===== config.mk =====
export PLATFORM = sky130hd
export DESIGN_NAME = positional_list_engine_top
export DESIGN_NICKNAME = d
export VERILOG_FILES = /design/src/hw/rtl/plist_pkg.sv /design/src/hw/rtl/plist_mem.sv /design/src/hw/rtl/plist_ctrl.sv /design/src/hw/rtl/positional_list_engine_top.sv
export SDC_FILE = /design/constraint.sdc
export NUM_CORES = 1
export LEC_CHECK = 0
export CAP_MARGIN = 10
export CORE_ASPECT_RATIO = 2
export CORE_MARGIN = 2
export CORE_UTILIZATION = 44
export CTS_CLUSTER_SIZE = 14
export DETAILED_ROUTE_END_ITERATION = 16
export DONT_BUFFER_PORTS = 1
export GPL_TIMING_DRIVEN = 0
export PLACE_DENSITY_LB_ADDON = 0.25
export SYNTH_ARGS = -nofsm -noshare
export SYNTH_HDL_FRONTEND = slang
export SYNTH_SLANG_ARGS = --single-unit

===== constraint.sdc =====
create_clock -name clk -period 4.34 [get_ports clk]
set_input_delay 0.434 -clock clk [delete_from_list [all_inputs] [get_ports clk]]
set_output_delay 0.434 -clock clk [all_outputs]
set_load 0.01 [all_outputs]

===== src/hw/rtl/plist_pkg.sv =====
// Shared operation codes, status codes and field widths of the positional list engine.
`default_nettype none

package plist_pkg;

  localparam int unsigned OP_W     = 2;
  localparam int unsigned POS_W    = 5;
  localparam int unsigned STATUS_W = 2;
  localparam int unsigned COUNT_W  = 5;

  typedef enum logic [OP_W-1:0] {
    OP_INSERT = 2'd0,
    OP_REMOVE = 2'd1,
    OP_DUMP   = 2'd2
  } op_t;

  typedef enum logic [STATUS_W-1:0] {
    ST_OK      = 2'd0,
    ST_BAD_POS = 2'd1,
    ST_FULL    = 2'd2,
    ST_EMPTY   = 2'd3
  } status_t;

endpackage

`default_nettype wire


===== src/hw/rtl/plist_mem.sv =====
// Entry memory with one write port and one registered read port.
`default_nettype none

module plist_mem #(
  parameter int unsigned DEPTH     = 16,
  parameter int unsigned WORD_BITS = 32
) (
  input  wire logic                         clk,
  input  wire logic                         rd_en,
  input  wire logic [$clog2(DEPTH)-1:0]     rd_addr,
  output logic      [WORD_BITS-1:0]         rd_data,
  input  wire logic                         wr_en,
  input  wire logic [$clog2(DEPTH)-1:0]     wr_addr,
  input  wire logic [WORD_BITS-1:0]         wr_data
);

  logic [WORD_BITS-1:0] mem_r [DEPTH];
  logic [WORD_BITS-1:0] rd_data_r;

  always_ff @(posedge clk) begin
    if (wr_en) begin
      mem_r[wr_addr] <= wr_data;
    end
  end

  always_ff @(posedge clk) begin
    if (rd_en) begin
      rd_data_r <= mem_r[rd_addr];
    end
  end

  assign rd_data = rd_data_r;

endmodule

`default_nettype wire


===== src/hw/rtl/plist_ctrl.sv =====
// Sequencer that checks requests, moves entries through the memory and drives the result register.
`default_nettype none

module plist_ctrl #(
  parameter int unsigned DEPTH     = 16,
  parameter int unsigned WORD_BITS = 32
) (
  input  wire logic                               clk,
  input  wire logic                               rst_n,
  input  wire logic                               in_valid,
  output logic                                    in_ready,
  input  wire logic [plist_pkg::OP_W-1:0]         in_operation,
  input  wire logic [plist_pkg::POS_W-1:0]        in_position,
  input  wire logic [WORD_BITS-1:0]               in_payload,
  output logic                                    out_valid,
  input  wire logic                               out_ready,
  output logic      [plist_pkg::STATUS_W-1:0]     out_status,
  output logic      [WORD_BITS-1:0]               out_word_out,
  output logic      [plist_pkg::COUNT_W-1:0]      out_count_out,
  output logic                                    out_last,
  output logic                                    mem_rd_en,
  output logic      [$clog2(DEPTH)-1:0]           mem_rd_addr,
  input  wire logic [WORD_BITS-1:0]               mem_rd_data,
  output logic                                    mem_wr_en,
  output logic      [$clog2(DEPTH)-1:0]           mem_wr_addr,
  output logic      [WORD_BITS-1:0]               mem_wr_data
);

  localparam int unsigned AW   = $clog2(DEPTH);
  localparam int unsigned CW   = $clog2(DEPTH + 1);
  localparam int unsigned CMPW = (CW > plist_pkg::POS_W) ? CW : plist_pkg::POS_W;

  typedef enum logic [6:0] {
    S_IDLE  = 7'b0000001,
    S_SHIFT = 7'b0000010,
    S_TAKE  = 7'b0000100,
    S_CLOSE = 7'b0001000,
    S_DRD   = 7'b0010000,
    S_DEM   = 7'b0100000,
    S_RESP  = 7'b1000000
  } state_t;

  state_t                    state_r, state_nxt;
  logic [CW-1:0]             count_r, count_nxt;
  logic [CW-1:0]             idx_r, idx_nxt;
  logic [CW-1:0]             pos_r, pos_nxt;
  logic [WORD_BITS-1:0]      word_r, word_nxt;
  logic                      wpend_r, wpend_nxt;
  logic [AW-1:0]             wa_r, wa_nxt;
  plist_pkg::status_t        resp_status_r, resp_status_nxt;
  logic [WORD_BITS-1:0]      resp_word_r, resp_word_nxt;

  logic                      out_valid_r, out_valid_nxt;
  plist_pkg::status_t        out_status_r, out_status_nxt;
  logic [WORD_BITS-1:0]      out_word_r, out_word_nxt;
  logic [plist_pkg::COUNT_W-1:0] out_count_r, out_count_nxt;
  logic                      out_last_r, out_last_nxt;

  logic                      slot_free;
  logic [CMPW-1:0]           pos_ext;
  logic [CMPW-1:0]           cnt_ext;
  logic [CW-1:0]             idx_dec;
  logic [CW-1:0]             idx_inc;
  logic                      dump_last;

  assign slot_free = !out_valid_r || out_ready;
  assign pos_ext   = CMPW'(in_position);
  assign cnt_ext   = CMPW'(count_r);
  assign idx_dec   = idx_r - CW'(1);
  assign idx_inc   = idx_r + CW'(1);
  assign dump_last = (idx_inc == count_r);

  always_comb begin
    state_nxt       = state_r;
    count_nxt       = count_r;
    idx_nxt         = idx_r;
    pos_nxt         = pos_r;
    word_nxt        = word_r;
    wpend_nxt       = wpend_r;
    wa_nxt          = wa_r;
    resp_status_nxt = resp_status_r;
    resp_word_nxt   = resp_word_r;
    out_valid_nxt   = out_valid_r && !out_ready;
    out_status_nxt  = out_status_r;
    out_word_nxt    = out_word_r;
    out_count_nxt   = out_count_r;
    out_last_nxt    = out_last_r;
    in_ready        = (state_r == S_IDLE);
    mem_rd_en       = 1'b0;
    mem_rd_addr     = '0;
    mem_wr_en       = 1'b0;
    mem_wr_addr     = wa_r;
    mem_wr_data     = mem_rd_data;

    unique case (state_r)
      S_IDLE: begin
        if (in_valid) begin
          unique case (in_operation)
            plist_pkg::OP_INSERT: begin
              if (pos_ext > cnt_ext) begin
                resp_status_nxt = plist_pkg::ST_BAD_POS;
                resp_word_nxt   = '0;
                state_nxt       = S_RESP;
              end else if (count_r == CW'(DEPTH)) begin
                resp_status_nxt = plist_pkg::ST_FULL;
                resp_word_nxt   = '0;
                state_nxt       = S_RESP;
              end else begin
                idx_nxt   = count_r;
                pos_nxt   = CW'(in_position);
                word_nxt  = in_payload;
                wpend_nxt = 1'b0;
                state_nxt = S_SHIFT;
              end
            end
            plist_pkg::OP_REMOVE: begin
              if (count_r == '0) begin
                resp_status_nxt = plist_pkg::ST_EMPTY;
                resp_word_nxt   = '0;
                state_nxt       = S_RESP;
              end else if (pos_ext >= cnt_ext) begin
                resp_status_nxt = plist_pkg::ST_BAD_POS;
                resp_word_nxt   = '0;
                state_nxt       = S_RESP;
              end else begin
                mem_rd_en   = 1'b1;
                mem_rd_addr = AW'(in_position);
                idx_nxt     = CW'(in_position);
                state_nxt   = S_TAKE;
              end
            end
            plist_pkg::OP_DUMP: begin
              if (count_r == '0) begin
                resp_status_nxt = plist_pkg::ST_OK;
                resp_word_nxt   = '0;
                state_nxt       = S_RESP;
              end else begin
                idx_nxt   = '0;
                state_nxt = S_DRD;
              end
            end
            default: begin
              state_nxt = S_IDLE;
            end
          endcase
        end
      end
      S_SHIFT: begin
        if (wpend_r) begin
          mem_wr_en = 1'b1;
        end
        if (idx_r > pos_r) begin
          mem_rd_en   = 1'b1;
          mem_rd_addr = idx_dec[AW-1:0];
          wa_nxt      = idx_r[AW-1:0];
          wpend_nxt   = 1'b1;
          idx_nxt     = idx_dec;
        end else if (!wpend_r) begin
          mem_wr_en       = 1'b1;
          mem_wr_addr     = pos_r[AW-1:0];
          mem_wr_data     = word_r;
          count_nxt       = count_r + CW'(1);
          resp_status_nxt = plist_pkg::ST_OK;
          resp_word_nxt   = '0;
          state_nxt       = S_RESP;
        end else begin
          wpend_nxt = 1'b0;
        end
      end
      S_TAKE: begin
        resp_word_nxt = mem_rd_data;
        wpend_nxt     = 1'b0;
        state_nxt     = S_CLOSE;
      end
      S_CLOSE: begin
        if (wpend_r) begin
          mem_wr_en = 1'b1;
        end
        if (idx_inc < count_r) begin
          mem_rd_en   = 1'b1;
          mem_rd_addr = idx_inc[AW-1:0];
          wa_nxt      = idx_r[AW-1:0];
          wpend_nxt   = 1'b1;
          idx_nxt     = idx_inc;
        end else if (!wpend_r) begin
          count_nxt       = count_r - CW'(1);
          resp_status_nxt = plist_pkg::ST_OK;
          state_nxt       = S_RESP;
        end else begin
          wpend_nxt = 1'b0;
        end
      end
      S_DRD: begin
        mem_rd_en   = 1'b1;
        mem_rd_addr = idx_r[AW-1:0];
        state_nxt   = S_DEM;
      end
      S_DEM: begin
        if (slot_free) begin
          out_valid_nxt  = 1'b1;
          out_status_nxt = plist_pkg::ST_OK;
          out_word_nxt   = mem_rd_data;
          out_count_nxt  = plist_pkg::COUNT_W'(count_r);
          out_last_nxt   = dump_last;
          if (dump_last) begin
            state_nxt = S_IDLE;
          end else begin
            idx_nxt   = idx_inc;
            state_nxt = S_DRD;
          end
        end
      end
      S_RESP: begin
        if (slot_free) begin
          out_valid_nxt  = 1'b1;
          out_status_nxt = resp_status_r;
          out_word_nxt   = resp_word_r;
          out_count_nxt  = plist_pkg::COUNT_W'(count_r);
          out_last_nxt   = 1'b1;
          state_nxt      = S_IDLE;
        end
      end
      default: begin
        state_nxt = S_IDLE;
      end
    endcase
  end

  always_ff @(posedge clk) begin
    if (!rst_n) begin
      state_r     <= S_IDLE;
      count_r     <= '0;
      wpend_r     <= 1'b0;
      out_valid_r <= 1'b0;
    end else begin
      state_r     <= state_nxt;
      count_r     <= count_nxt;
      wpend_r     <= wpend_nxt;
      out_valid_r <= out_valid_nxt;
    end
  end

  always_ff @(posedge clk) begin
    idx_r         <= idx_nxt;
    pos_r         <= pos_nxt;
    word_r        <= word_nxt;
    wa_r          <= wa_nxt;
    resp_status_r <= resp_status_nxt;
    resp_word_r   <= resp_word_nxt;
    out_status_r  <= out_status_nxt;
    out_word_r    <= out_word_nxt;
    out_count_r   <= out_count_nxt;
    out_last_r    <= out_last_nxt;
  end

  assign out_valid     = out_valid_r;
  assign out_status    = out_status_r;
  assign out_word_out  = out_word_r;
  assign out_count_out = out_count_r;
  assign out_last      = out_last_r;

`ifndef ASSERT_OFF
  a_count_bound: assert property (@(posedge clk) disable iff (!rst_n)
    count_r <= CW'(DEPTH))
    else $error("Entry count exceeds the list capacity.");

  a_no_rw_clash: assert property (@(posedge clk) disable iff (!rst_n)
    !(mem_wr_en && mem_rd_en && (mem_wr_addr == mem_rd_addr)))
    else $error("Memory read and write hit the same entry in one cycle.");

  a_count_step: assert property (@(posedge clk) disable iff (!rst_n)
    (count_r != $past(count_r)) |->
      ((count_r == $past(count_r) + CW'(1)) || (count_r == $past(count_r) - CW'(1))))
    else $error("Entry count moved by more than one.");

  a_count_idle: assert property (@(posedge clk) disable iff (!rst_n)
    (count_r != $past(count_r)) |-> (state_r == S_RESP))
    else $error("Entry count changed without a pending result.");
`endif

endmodule

`default_nettype wire


===== src/hw/rtl/positional_list_engine_top.sv =====
// Top level of the positional list engine: entry memory and sequencer.
`default_nettype none

// The engine keeps an ordered list of up to DEPTH words in a synchronous memory and takes
// insert, remove and dump requests one at a time. An insert at position p moves the entries
// from p to the tail back one slot at a time through the memory; a remove closes the gap in
// the same way, moving the entries after p forward one slot at a time.
// Both are paced by the single read port of the entry memory, which moves one entry per cycle.
// A dump gives one result per entry, one memory read each, and the last result carries the
// last flag. Errors and an empty dump give a single result, which passes through the S_RESP
// state into the output register. A finished result is held in the output register, so the
// next request can be taken while it waits. The entry memory needs no clearing after reset.
module positional_list_engine_top #(
  parameter int unsigned DEPTH     = 16,
  parameter int unsigned WORD_BITS = 32
) (
  input  wire logic                              clk,
  input  wire logic                              rst_n,
  input  wire logic                              in_valid,
  output logic                                   in_ready,
  input  wire logic [plist_pkg::OP_W-1:0]        in_operation,
  input  wire logic [plist_pkg::POS_W-1:0]       in_position,
  input  wire logic [WORD_BITS-1:0]              in_payload,
  output logic                                   out_valid,
  input  wire logic                              out_ready,
  output logic      [plist_pkg::STATUS_W-1:0]    out_status,
  output logic      [WORD_BITS-1:0]              out_word_out,
  output logic      [plist_pkg::COUNT_W-1:0]     out_count_out,
  output logic                                   out_last
);

  localparam int unsigned AW = $clog2(DEPTH);

  logic                 mem_rd_en;
  logic [AW-1:0]        mem_rd_addr;
  logic [WORD_BITS-1:0] mem_rd_data;
  logic                 mem_wr_en;
  logic [AW-1:0]        mem_wr_addr;
  logic [WORD_BITS-1:0] mem_wr_data;

  plist_mem #(
    .DEPTH     (DEPTH),
    .WORD_BITS (WORD_BITS)
  ) u_mem (
    .clk     (clk),
    .rd_en   (mem_rd_en),
    .rd_addr (mem_rd_addr),
    .rd_data (mem_rd_data),
    .wr_en   (mem_wr_en),
    .wr_addr (mem_wr_addr),
    .wr_data (mem_wr_data)
  );

  plist_ctrl #(
    .DEPTH     (DEPTH),
    .WORD_BITS (WORD_BITS)
  ) u_ctrl (
    .clk           (clk),
    .rst_n         (rst_n),
    .in_valid      (in_valid),
    .in_ready      (in_ready),
    .in_operation  (in_operation),
    .in_position   (in_position),
    .in_payload    (in_payload),
    .out_valid     (out_valid),
    .out_ready     (out_ready),
    .out_status    (out_status),
    .out_word_out  (out_word_out),
    .out_count_out (out_count_out),
    .out_last      (out_last),
    .mem_rd_en     (mem_rd_en),
    .mem_rd_addr   (mem_rd_addr),
    .mem_rd_data   (mem_rd_data),
    .mem_wr_en     (mem_wr_en),
    .mem_wr_addr   (mem_wr_addr),
    .mem_wr_data   (mem_wr_data)
  );

endmodule

`default_nettype wire


==> results.py, run 1 <==
metrics = {
    "sta": {
        "setup_violations": 0,
        "hold_violations": 0,
        "fin_setup_tns_ns": 0,
        "relSlewSlack_pct": 29.3,
        "timing.fmax_mhz": 235,
        "slew_viol_final": 0,
        "max_slew.worst_pin.slew_ns": 1.06,
        "period_minus_slack_ns": 4.26,
        "finalCritPeriodShare_pct": 98.0,
        "fin_worst_skew_ns": 0.0197,
    },
    "route": {
        "drc": 0,
        "drt_wl_total_um": 84700,
        "ant_nets": 0,
        "drt_iter0_markers": 1767,
        "firstDrtPassIters": 6,
        "routed_via_density": 6.11,
        "wire_per_inst_um": 29.1,
        "vias": 17800,
    },
    "grt": {
        "grt_pass1_wl_um": 121000,
        "grt_util_all_layers_pct": 25.6,
        "antenna_found_initial": 1,
        "grt_max_degree": 33,
        "grt_overflow": 0,
        "grt_pass1_vias": 18000,
    },
    "logic_synthesis": {
        "synthArstFlopShare_pct": 0,
        "synthAdderAreaFrac_pct": 1.15,
        "synth_top_family_by_area": "simple AND/OR/NAND/NOR gates",
        "syn_nets": 2021,
        "synth_edf_count": 664,
        "synthMuxAreaShare_pct": 4.46,
        "synthTopCellsByCount": "edfxtp_1, nand2_1, nand3_1",
        "synth-simple-area-share_pct": 10.0,
        "synth_compound_area_share_pct": 9.30,
        "ys_ff_latch": 678,
        "netlist_instances": 1953,
        "synthXorXnorAreaFrac_pct": 0.283,
        "synth_flop_cell": "edfxtp_1",
        "ys_warn_count": 0,
        "syn_area_per_cell_um2": 14.3,
        "netlist_area_um2": 27900,
        "ys_types": 72,
        "synth_top_cell_area_share_pct": 71.6,
        "seq_area_frac_synth_pct": 72.6,
        "synth.most_common_cell": "edfxtp_1",
        "synthTopCellsByArea": "edfxtp_1, nand2_1, mux2i_1",
        "synth_top_area_cell": "edfxtp_1",
    },
    "hold_path": {
        "hold_class": "input pin to flip-flop",
    },
    "clock_network": {
        "clock-sinks": 678,
        "cts_buffer_depth": 3,
        "htree_levels": 2,
        "root_buffer": "clkbuf_16",
        "clk_latency_ns": 0.63,
        "cts_tree": "done",
        "cts_made_buffers": 57,
        "clk_pin_slew_ns": 0.07,
    },
    "critical_path": {
        "crit_required_ns": 4.69,
        "critPathLaunchType": "flip-flop",
        "crit_arrival_ns": 4.60,
        "crit_type": "flip-flop to flip-flop",
        "end_kind": "flip-flop",
        "cp_max_fo": 10,
    },
    "floorplan": {
        "ios": 85,
        "dieArea_um2": 65500,
        "fp.dieH_um": 360,
        "coreArea_um2": 62800,
        "rows": 130,
        "die_w_um": 182,
        "start_util_pct": 44.4,
    },
    "place": {
        "portBuffers": 0,
        "placed_cell_area_um2": 29400,
        "gp_congestion": 0.921,
        "dp_hpwl_um": 59100,
    },
    "run_status": {
        "status": "complete, no violations",
    },
    "final_layout": {
        "drive_above_1_share_pct": 12.9,
        "final_area_um2": 32100,
        "areaGrowthSynthToFinish_pct": 15.2,
        "fin_util_pct": 51.2,
        "diodes": 0,
        "nFillCells": 5273,
        "fin_nets": 2161,
    },
    "pwr": {
        "power_density_nw_per_um2": 384,
        "p_leak_nw": 11.4,
        "vdd_drop_max_mv": 0.341,
    },
    "flow_run": {
        "cap_violations": 0,
    },
}
-- where the power goes --
| part | switching, mW | internal, mW | total [mW] |
|---|---|---|---|
| Sequential | 0.0434 | 7.22 | 7.27 |
| Combinational | 0.225 | 0.116 | 0.341 |
| Clock | 2.26 | 2.47 | 4.73 |
| Total | 2.53 | 9.81 | 12.3 |
-- what timing repair did --
item	4_1_cts	5_1_grt
hold endpoints to repair	42	0
hold buffers	39	0
pin swaps	9	14
setup endpoints to repair	303	347
resized for setup	101	87
buffers inserted	6	18
-- critical path: stages, from the launching register on --
cell and delay [ns]:
edfxtp_1 0.65, nand3_1 0.21, xnor2_2 0.19, ha_1 0.31, and3_2 0.23, o21a_1 0.19, nor4_2 0.07, o31ai_2 0.38
o311ai_4 0.20, buf_6 0.19, buf_4 0.19, nand3_2 0.21, buf_4 0.32, a21oi_1 0.07, or4b_1 0.56
-- logic make-up (layout without fill, tap and decap cells) --
group,count (synthesis),count (layout)
compound gates,373,373
buf+inv,150,314
fa+ha+maj,25,25
xor+xnor,9,9
simple gates,597,597
mux,121,121
flops,678,678
-- state kept, by name, summed over array words and instances (netlist names) --
signal,flops
u_ctrl.cnt_ext,5
u_ctrl.idx_r,5
u_ctrl.out_count_out,5
u_ctrl.out_last,1
u_ctrl.out_status,2
u_ctrl.out_valid,1
u_ctrl.out_word_out,32
u_ctrl.pos_r,5
u_ctrl.resp_status_r,2
u_ctrl.resp_word_r,32
u_ctrl.state_r,7
u_ctrl.wa_r,4
u_ctrl.word_r,32
u_ctrl.wpend_r,1
u_mem.mem_r,512
u_mem.rd_data,32
-- worst paths after layout --
check                     from  cells past startpoint                      end  slack (ns)
max            u_ctrl.idx_r[3]                     14        u_mem.rd_data[11]        0.08
min                  out_ready                      2         u_ctrl.out_valid        0.14
max reg2reg    u_ctrl.idx_r[3]                     14        u_mem.rd_data[11]        0.08
min reg2reg  u_ctrl.cnt_ext[4]                      0  u_ctrl.out_count_out[4]        0.51
-- cell type report --
| type | instances | area [um^2] | area share [%] |
|---|---|---|---|
| tap | 792 | 991 | 3.09 |
| clock buffer | 68 | 1490 | 4.64 |
| buffer | 125 | 707 | 2.20 |
| sequential | 678 | 20200 | 63.0 |
| inverter | 23 | 86.3 | 0.269 |
| timing repair buffer | 83 | 1070 | 3.34 |
| clock inverter | 15 | 128 | 0.397 |
| multi-input combinational | 1125 | 7420 | 23.1 |
-- per-layer routing --
layer	track usage (%)	vias up	part of all wire, %
met4	17.4	0	7.7
met3	3.68	274	6.2
li1	-	7786	-
met5	0	-	0
met2	47.2	882	53
met1	26.7	8846	33
-- cell usage in the layout (no fill, tap or decap), types with 8 or more instances in the layout --
cell type	n
edfxtp_1	664
nand2_1	316
nand3_1	100
mux2i_1	95
o21ai_0	93
a21oi_1	69
clkbuf_16	58
a2111oi_0	55
clkbuf_1	50
and2_1	41
o22ai_1	39
dlygate4sd3_1	39
buf_4	31
clkbuf_2	30
a2111o_1	27
or4_1	24
nor2_1	23
ha_1	22
buf_12	22
inv_1	20
mux2_2	20
nor2_4	19
and3_1	15
buf_2	15
a211oi_1	14
dfxtp_1	14
clkbuf_4	11
buf_6	9
nor2b_1	8
a2111oi_1	8
clkinv_1	8
-- metrics by stage --
| step | total power [mW] | hold slack, ns | std cells | setup slack, ns |
|---|---|---|---|---|
| 2_1_floorplan | 7.60 | 0.452 | 1953 | 0.0867 |
| 3_3_place_gp | 7.69 | 0.488 | 2745 | -3.43 |
| 3_5_place_dp | 7.70 | 0.489 | 2765 | -2.10 |
| 4_1_cts | 12.4 | 0.127 | 2892 | 0.00462 |
| 5_1_grt | 12.7 | 0.131 | 2909 | -0.0160 |
| 6_report | 12.3 | 0.142 | 2909 | 0.0848 |
Note: power is estimated with default switching activity, not from simulation.
==> inputs of run 2 (changes only) <==
CORE_UTILIZATION = 49   (was 44)
SLEW_MARGIN = 30   (was unset)
==> run 2 against run 1 <==
Flip-flop and latch count unchanged. Global-route usage is 2.5 points higher. Utilization rose by 6.5 points. Cell area grew 0.85%. Critical path depth is the same. Setup slack got worse by 0.0062 ns. Critical path type unchanged. Largest power group unchanged. Sequential share of layout area decreased by 0.53 points. Clock skew fell by 0.0020 ns. Combinational power up 4%. First-iteration DRC count grew 13%. Clock-buffer cell count is 2 lower. Register-to-register slack hardly changed.
==> results.py, run 2 (same netlist as run 1, synthesis figures left out) <==
metrics = {
    "run_status": {
        "status": "complete, no violations",
    },
    "critical_path": {
        "critPathLaunchType": "flip-flop",
        "crit_slowest_cell": "or4_1",
        "end_kind": "flip-flop",
        "path_depth": 14,
        "cp_max_fo": 10,
        "path_buf_inv": 4,
        "crit_type": "flip-flop to flip-flop",
        "path_cells": "clkbuf_4, inv_2, ha_2, ha_1, nor2b_2, o21ai_2, and4_1, a221o_1, or2_1, buf_4, nand3_2, clkbuf_8, o22ai_1, or4_1",
        "max_stage_delay_ns": 0.59,
        "crit_family": "simple AND/OR/NAND/NOR gates",
        "rr_worst_depth": 14,
        "crit_arrival_ns": 4.60,
        "crit_required_ns": 4.68,
    },
    "route": {
        "firstDrtPassIters": 6,
        "vias": 18300,
        "drc": 0,
        "wire_per_inst_um": 29.0,
        "drt_iter0_markers": 1992,
        "drt_wl_total_um": 83100,
        "ant_nets": 0,
        "routed_via_density": 6.38,
    },
    "clock_network": {
        "htree_levels": 2,
        "root_buffer": "clkbuf_16",
        "clk_pin_slew_ns": 0.07,
        "cts_buffer_depth": 3,
        "cts_tree": "done",
        "clk_latency_ns": 0.62,
        "clock-sinks": 678,
        "cts_made_buffers": 56,
    },
    "grt": {
        "grt_pass1_vias": 18400,
        "grt_pass1_wl_um": 120000,
        "grt_overflow": 0,
        "grt_max_degree": 28,
        "antenna_found_initial": 0,
        "grt_util_all_layers_pct": 28.1,
    },
    "final_layout": {
        "final_cell_mix": "edfxtp_1, nand2_1, nand3_1, mux2i_1, o21ai_0",
        "areaGrowthSynthToFinish_pct": 16.2,
        "largest_register_ffs": 512,
        "diodes": 0,
        "fin_nets": 2165,
        "layout_commonest_cell": "edfxtp_1",
        "largest-register": "u_mem.mem_r",
        "final_area_um2": 32400,
        "nFillCells": 4287,
        "fin_util_pct": 57.7,
        "drive_above_1_share_pct": 12.8,
    },
    "floorplan": {
        "fp.dieH_um": 341,
        "die_w_um": 173,
        "dieArea_um2": 58900,
        "coreArea_um2": 56200,
        "ios": 85,
        "start_util_pct": 49.6,
        "rows": 123,
    },
    "sta": {
        "hold_violations": 0,
        "slew_viol_final": 0,
        "finalCritPeriodShare_pct": 98.2,
        "rsz0062_at_grt": "yes",
        "fin_worst_skew_ns": 0.0177,
        "relSlewSlack_pct": 31.2,
        "holdWs_ns": 0.162,
        "setup_violations": 0,
        "timing.fmax_mhz": 235,
        "max_slew.worst_pin.slew_ns": 1.03,
        "period_minus_slack_ns": 4.26,
        "setup_slack_ns": 0.0786,
    },
    "hold_path": {
        "holdPathStages": 2,
        "hold_class": "input pin to flip-flop",
    },
    "flow_run": {
        "cap_violations": 0,
    },
    "place": {
        "portBuffers": 0,
        "gp_congestion": 0.920,
        "dp_slack_ns": -1.54,
        "placed_cell_area_um2": 30000,
        "dp_hpwl_um": 59200,
    },
    "pwr": {
        "power_density_nw_per_um2": 380,
        "p_leak_nw": 11.5,
        "vdd_drop_max_mv": 0.321,
    },
}
==> run 2: worst paths after layout <==
path                          start  slack, ns                 endpoint
max                 u_ctrl.idx_r[0]       0.08        u_mem.rd_data[25]
min                 in_operation[1]       0.16        u_ctrl.state_r[2]
max reg2reg         u_ctrl.idx_r[0]       0.08        u_mem.rd_data[25]
min reg2reg  u_ctrl.resp_word_r[26]       0.52  u_ctrl.out_word_out[26]
==> run 2: area by class of cell <==
type | count | area (um^2) | area share (%)
buffer | 125 | 706 | 2.18
clock buffer | 66 | 1460 | 4.51
clock inverter | 12 | 115 | 0.355
inverter | 23 | 86.3 | 0.267
multi-input combinational | 1125 | 7370 | 22.7
sequential | 678 | 20200 | 62.4
tap | 750 | 938 | 2.90
timing repair buffer | 88 | 1500 | 4.62
==> run 2: repair_timing <==
| action | in CTS | in global routing |
|---|---|---|
| setup buffers | 5 | 5 |
| hold buffers | 39 | 0 |
| endpoints found under the setup margin | 42 | 64 |
| pin swaps | 6 | 10 |
| resized for setup | 95 | 50 |
| hold endpoints to repair | 42 | 0 |
==> run 2: through the flow <==
step	std cells	power (mW)	TNS, ns
final	2867	12.3	0
after global routing	2867	12.6	-0.0200
after CTS	2862	12.3	0
after detailed placement	2741	7.72	-33.54
after global placement	2703	7.68	-1086.13
after floorplan	1953	7.60	0
==> run 2: metal layers <==
metal	part of all wire (%)	global-route usage, %
met3	7.1	3.96
met1	32	28.9
met4	8.2	20.0
met5	0	0
met2	53	51.9
==> run 2: power by group <==
group / total [mW] / switching (mW) / internal [mW] / leakage, nW
clock network: 4.69 / 2.22 / 2.47 / 0.768
logic: 0.354 / 0.222 / 0.132 / 4.66
registers: 7.27 / 0.0459 / 7.22 / 6.12
==> inputs of run 3 (changes only) <==
CORE_UTILIZATION = 50   (was 49)
==> run 3 against run 2 <==
Cell area hardly changed. Wire length grew 0.89%. Combinational power grew 2%. Utilization increased by 0.96 points. Hold slack improved by 0.0054 ns. Register-to-register slack better by 0.02 ns. Flip-flop and latch count unchanged. Setup slack gained 0.016 ns. Clock power is 1% lower. Total power decreased by 0.47%. Clock skew grew 0.0041 ns. Critical endpoint unchanged. Largest cell class unchanged. Highest routed layer unchanged.
==> results.py, run 3 (same netlist as run 1, synthesis figures left out) <==
metrics = {
    "run_status": {
        "status": "complete, no violations",
    },
    "critical_path": {
        "end_kind": "flip-flop",
        "crit_arrival_ns": 4.58,
        "rr_worst_depth": 13,
        "cp_max_fo": 10,
        "worst_r2r_endpoint": "u_mem.rd_data[25]",
        "regToRegSetupSlack_ns": 0.09,
        "critPathLaunchType": "flip-flop",
        "crit_type": "flip-flop to flip-flop",
        "timing.rr.start": "u_ctrl.idx_r[1]",
        "crit_required_ns": 4.67,
    },
    "floorplan": {
        "die_w_um": 171,
        "coreArea_um2": 55300,
        "dieArea_um2": 57800,
        "ios": 85,
        "rows": 122,
        "start_util_pct": 50.4,
        "fp.dieH_um": 338,
    },
    "sta": {
        "setup_violations": 0,
        "fin_worst_skew_ns": 0.0217,
        "timing.fmax_mhz": 236,
        "period_minus_slack_ns": 4.25,
        "relSlewSlack_pct": 33.5,
        "rsz0062_at_grt": "no",
        "finalCritPeriodShare_pct": 97.8,
        "fin_setup_tns_ns": 0,
        "slew_viol_final": 0,
        "hold_violations": 0,
        "max_slew.worst_pin.slew_ns": 0.998,
    },
    "final_layout": {
        "nFillCells": 4292,
        "areaGrowthSynthToFinish_pct": 16.2,
        "drive_above_1_share_pct": 12.9,
        "register_area_um2": 20200,
        "multi_input_area_um2": 7400,
        "fin_util_pct": 58.6,
        "largest_register_ffs": 512,
        "diodes": 0,
        "fin_nets": 2165,
        "largest-register": "u_mem.mem_r",
        "layout_commonest_cell": "edfxtp_1",
        "final_cell_mix": "edfxtp_1, nand2_1, nand3_1, mux2i_1, o21ai_0",
    },
    "clock_network": {
        "clk_latency_ns": 0.62,
        "cts_tree": "done",
        "htree_levels": 2,
        "clk_pin_slew_ns": 0.07,
        "root_buffer": "clkbuf_16",
        "cts_made_buffers": 56,
        "clock-sinks": 678,
        "cts_buffer_depth": 3,
    },
    "grt": {
        "grt_overflow": 0,
        "grt_pass1_wl_um": 121000,
        "antenna_found_initial": 2,
        "grt_max_degree": 27,
        "grt_util_all_layers_pct": 29.3,
        "grt_pass1_vias": 18800,
    },
    "route": {
        "routed_via_density": 6.34,
        "firstDrtPassIters": 9,
        "drt_wl_total_um": 83900,
        "drt_iter0_markers": 1849,
        "wire_per_inst_um": 29.3,
        "drc": 0,
        "vias": 18200,
        "ant_nets": 0,
    },
    "pwr": {
        "power_mw": 12.3,
        "vdd_drop_max_mv": 0.367,
        "p_leak_nw": 11.5,
        "power_density_nw_per_um2": 378,
    },
    "hold_path": {
        "min_from": "in_operation[1]",
        "hold_class": "input pin to flip-flop",
        "holdPathStages": 2,
        "min_to": "u_ctrl.state_r[2]",
    },
    "flow_run": {
        "cap_violations": 0,
    },
    "place": {
        "gp_congestion": 0.919,
        "portBuffers": 0,
        "dp_hpwl_um": 60000,
    },
}
## run 3: area by class of cell
type                       count  share of cell area, %
buffer                       124                   2.09
clock buffer                  68                   4.56
clock inverter                11                  0.278
inverter                      23                  0.267
multi-input combinational   1125                   22.9
sequential                   678                   62.4
tap                          744                   2.87
timing repair buffer          89                   4.66
## run 3: worst max path at each step
stage / start / endpoint / slack [ns] / cells past startpoint
floorplan: in_position[3] / u_mem.rd_data[0] / 0.09 / 7
global placement: u_ctrl.cnt_ext[3] / u_mem.rd_data[20] / -3.15 / 8
detailed placement: u_ctrl.idx_r[0] / u_mem.rd_data[17] / -1.41 / 14
CTS: u_ctrl.idx_r[1] / u_mem.rd_data[11] / 0.03 / 15
global route: u_ctrl.idx_r[1] / u_mem.rd_data[6] / 0.003 / 14
finish: u_ctrl.idx_r[1] / u_mem.rd_data[25] / 0.09 / 13
## run 3: timing repair
item | CTS | global route
buffers inserted | 5 | 6
setup endpoints to repair | 32 | 108
hold buffers | 39 | 0
resized for setup | 89 | 67
pin swaps | 6 | 7
hold endpoints to repair | 42 | 0
## run 3: routing by layer
| layer | part of all wire [%] | routed length [um] | track usage, % | vias to the layer above |
|---|---|---|---|---|
| met4 | 9.6 | 8060 | 24.8 | 0 |
| met3 | 6.8 | 5740 | 4.53 | 353 |
| met5 | 0 | 0 | 0 | - |
| li1 | - | - | - | 7801 |
| met2 | 52 | 43600 | 52.3 | 1065 |
| met1 | 32 | 26500 | 29.5 | 8939 |
## run 3: worst max-delay path, stage by stage (launching register included)
cell       delay [ns]
edfxtp_1         0.52
buf_4            0.19
ha_1             0.28
nor2b_1          0.13
o21ai_0          0.27
a211o_2          0.33
a2bb2oi_1        0.32
nand2_1          0.12
buf_2            0.23
clkbuf_2         0.27
nand3_2          0.30
buf_2            0.38
a21oi_1          0.06
or4_1            0.54
## run 3: per-stage QoR
step	hold WS (ns)	setup slack (ns)	area [um^2]	cells
final	0.168	0.0946	32400	2862
after global routing	0.198	0.00331	32400	2862
after CTS	0.155	0.0267	32200	2857
after detailed placement	0.476	-1.41	30000	2735
after global placement	0.496	-3.15	28800	2697
after floorplan	0.452	0.0867	27900	1953
## run 3: where the power goes
part / switching (mW) / internal, mW
Combinational: 0.227 / 0.133
Clock: 2.19 / 2.44
Sequential: 0.0457 / 7.22
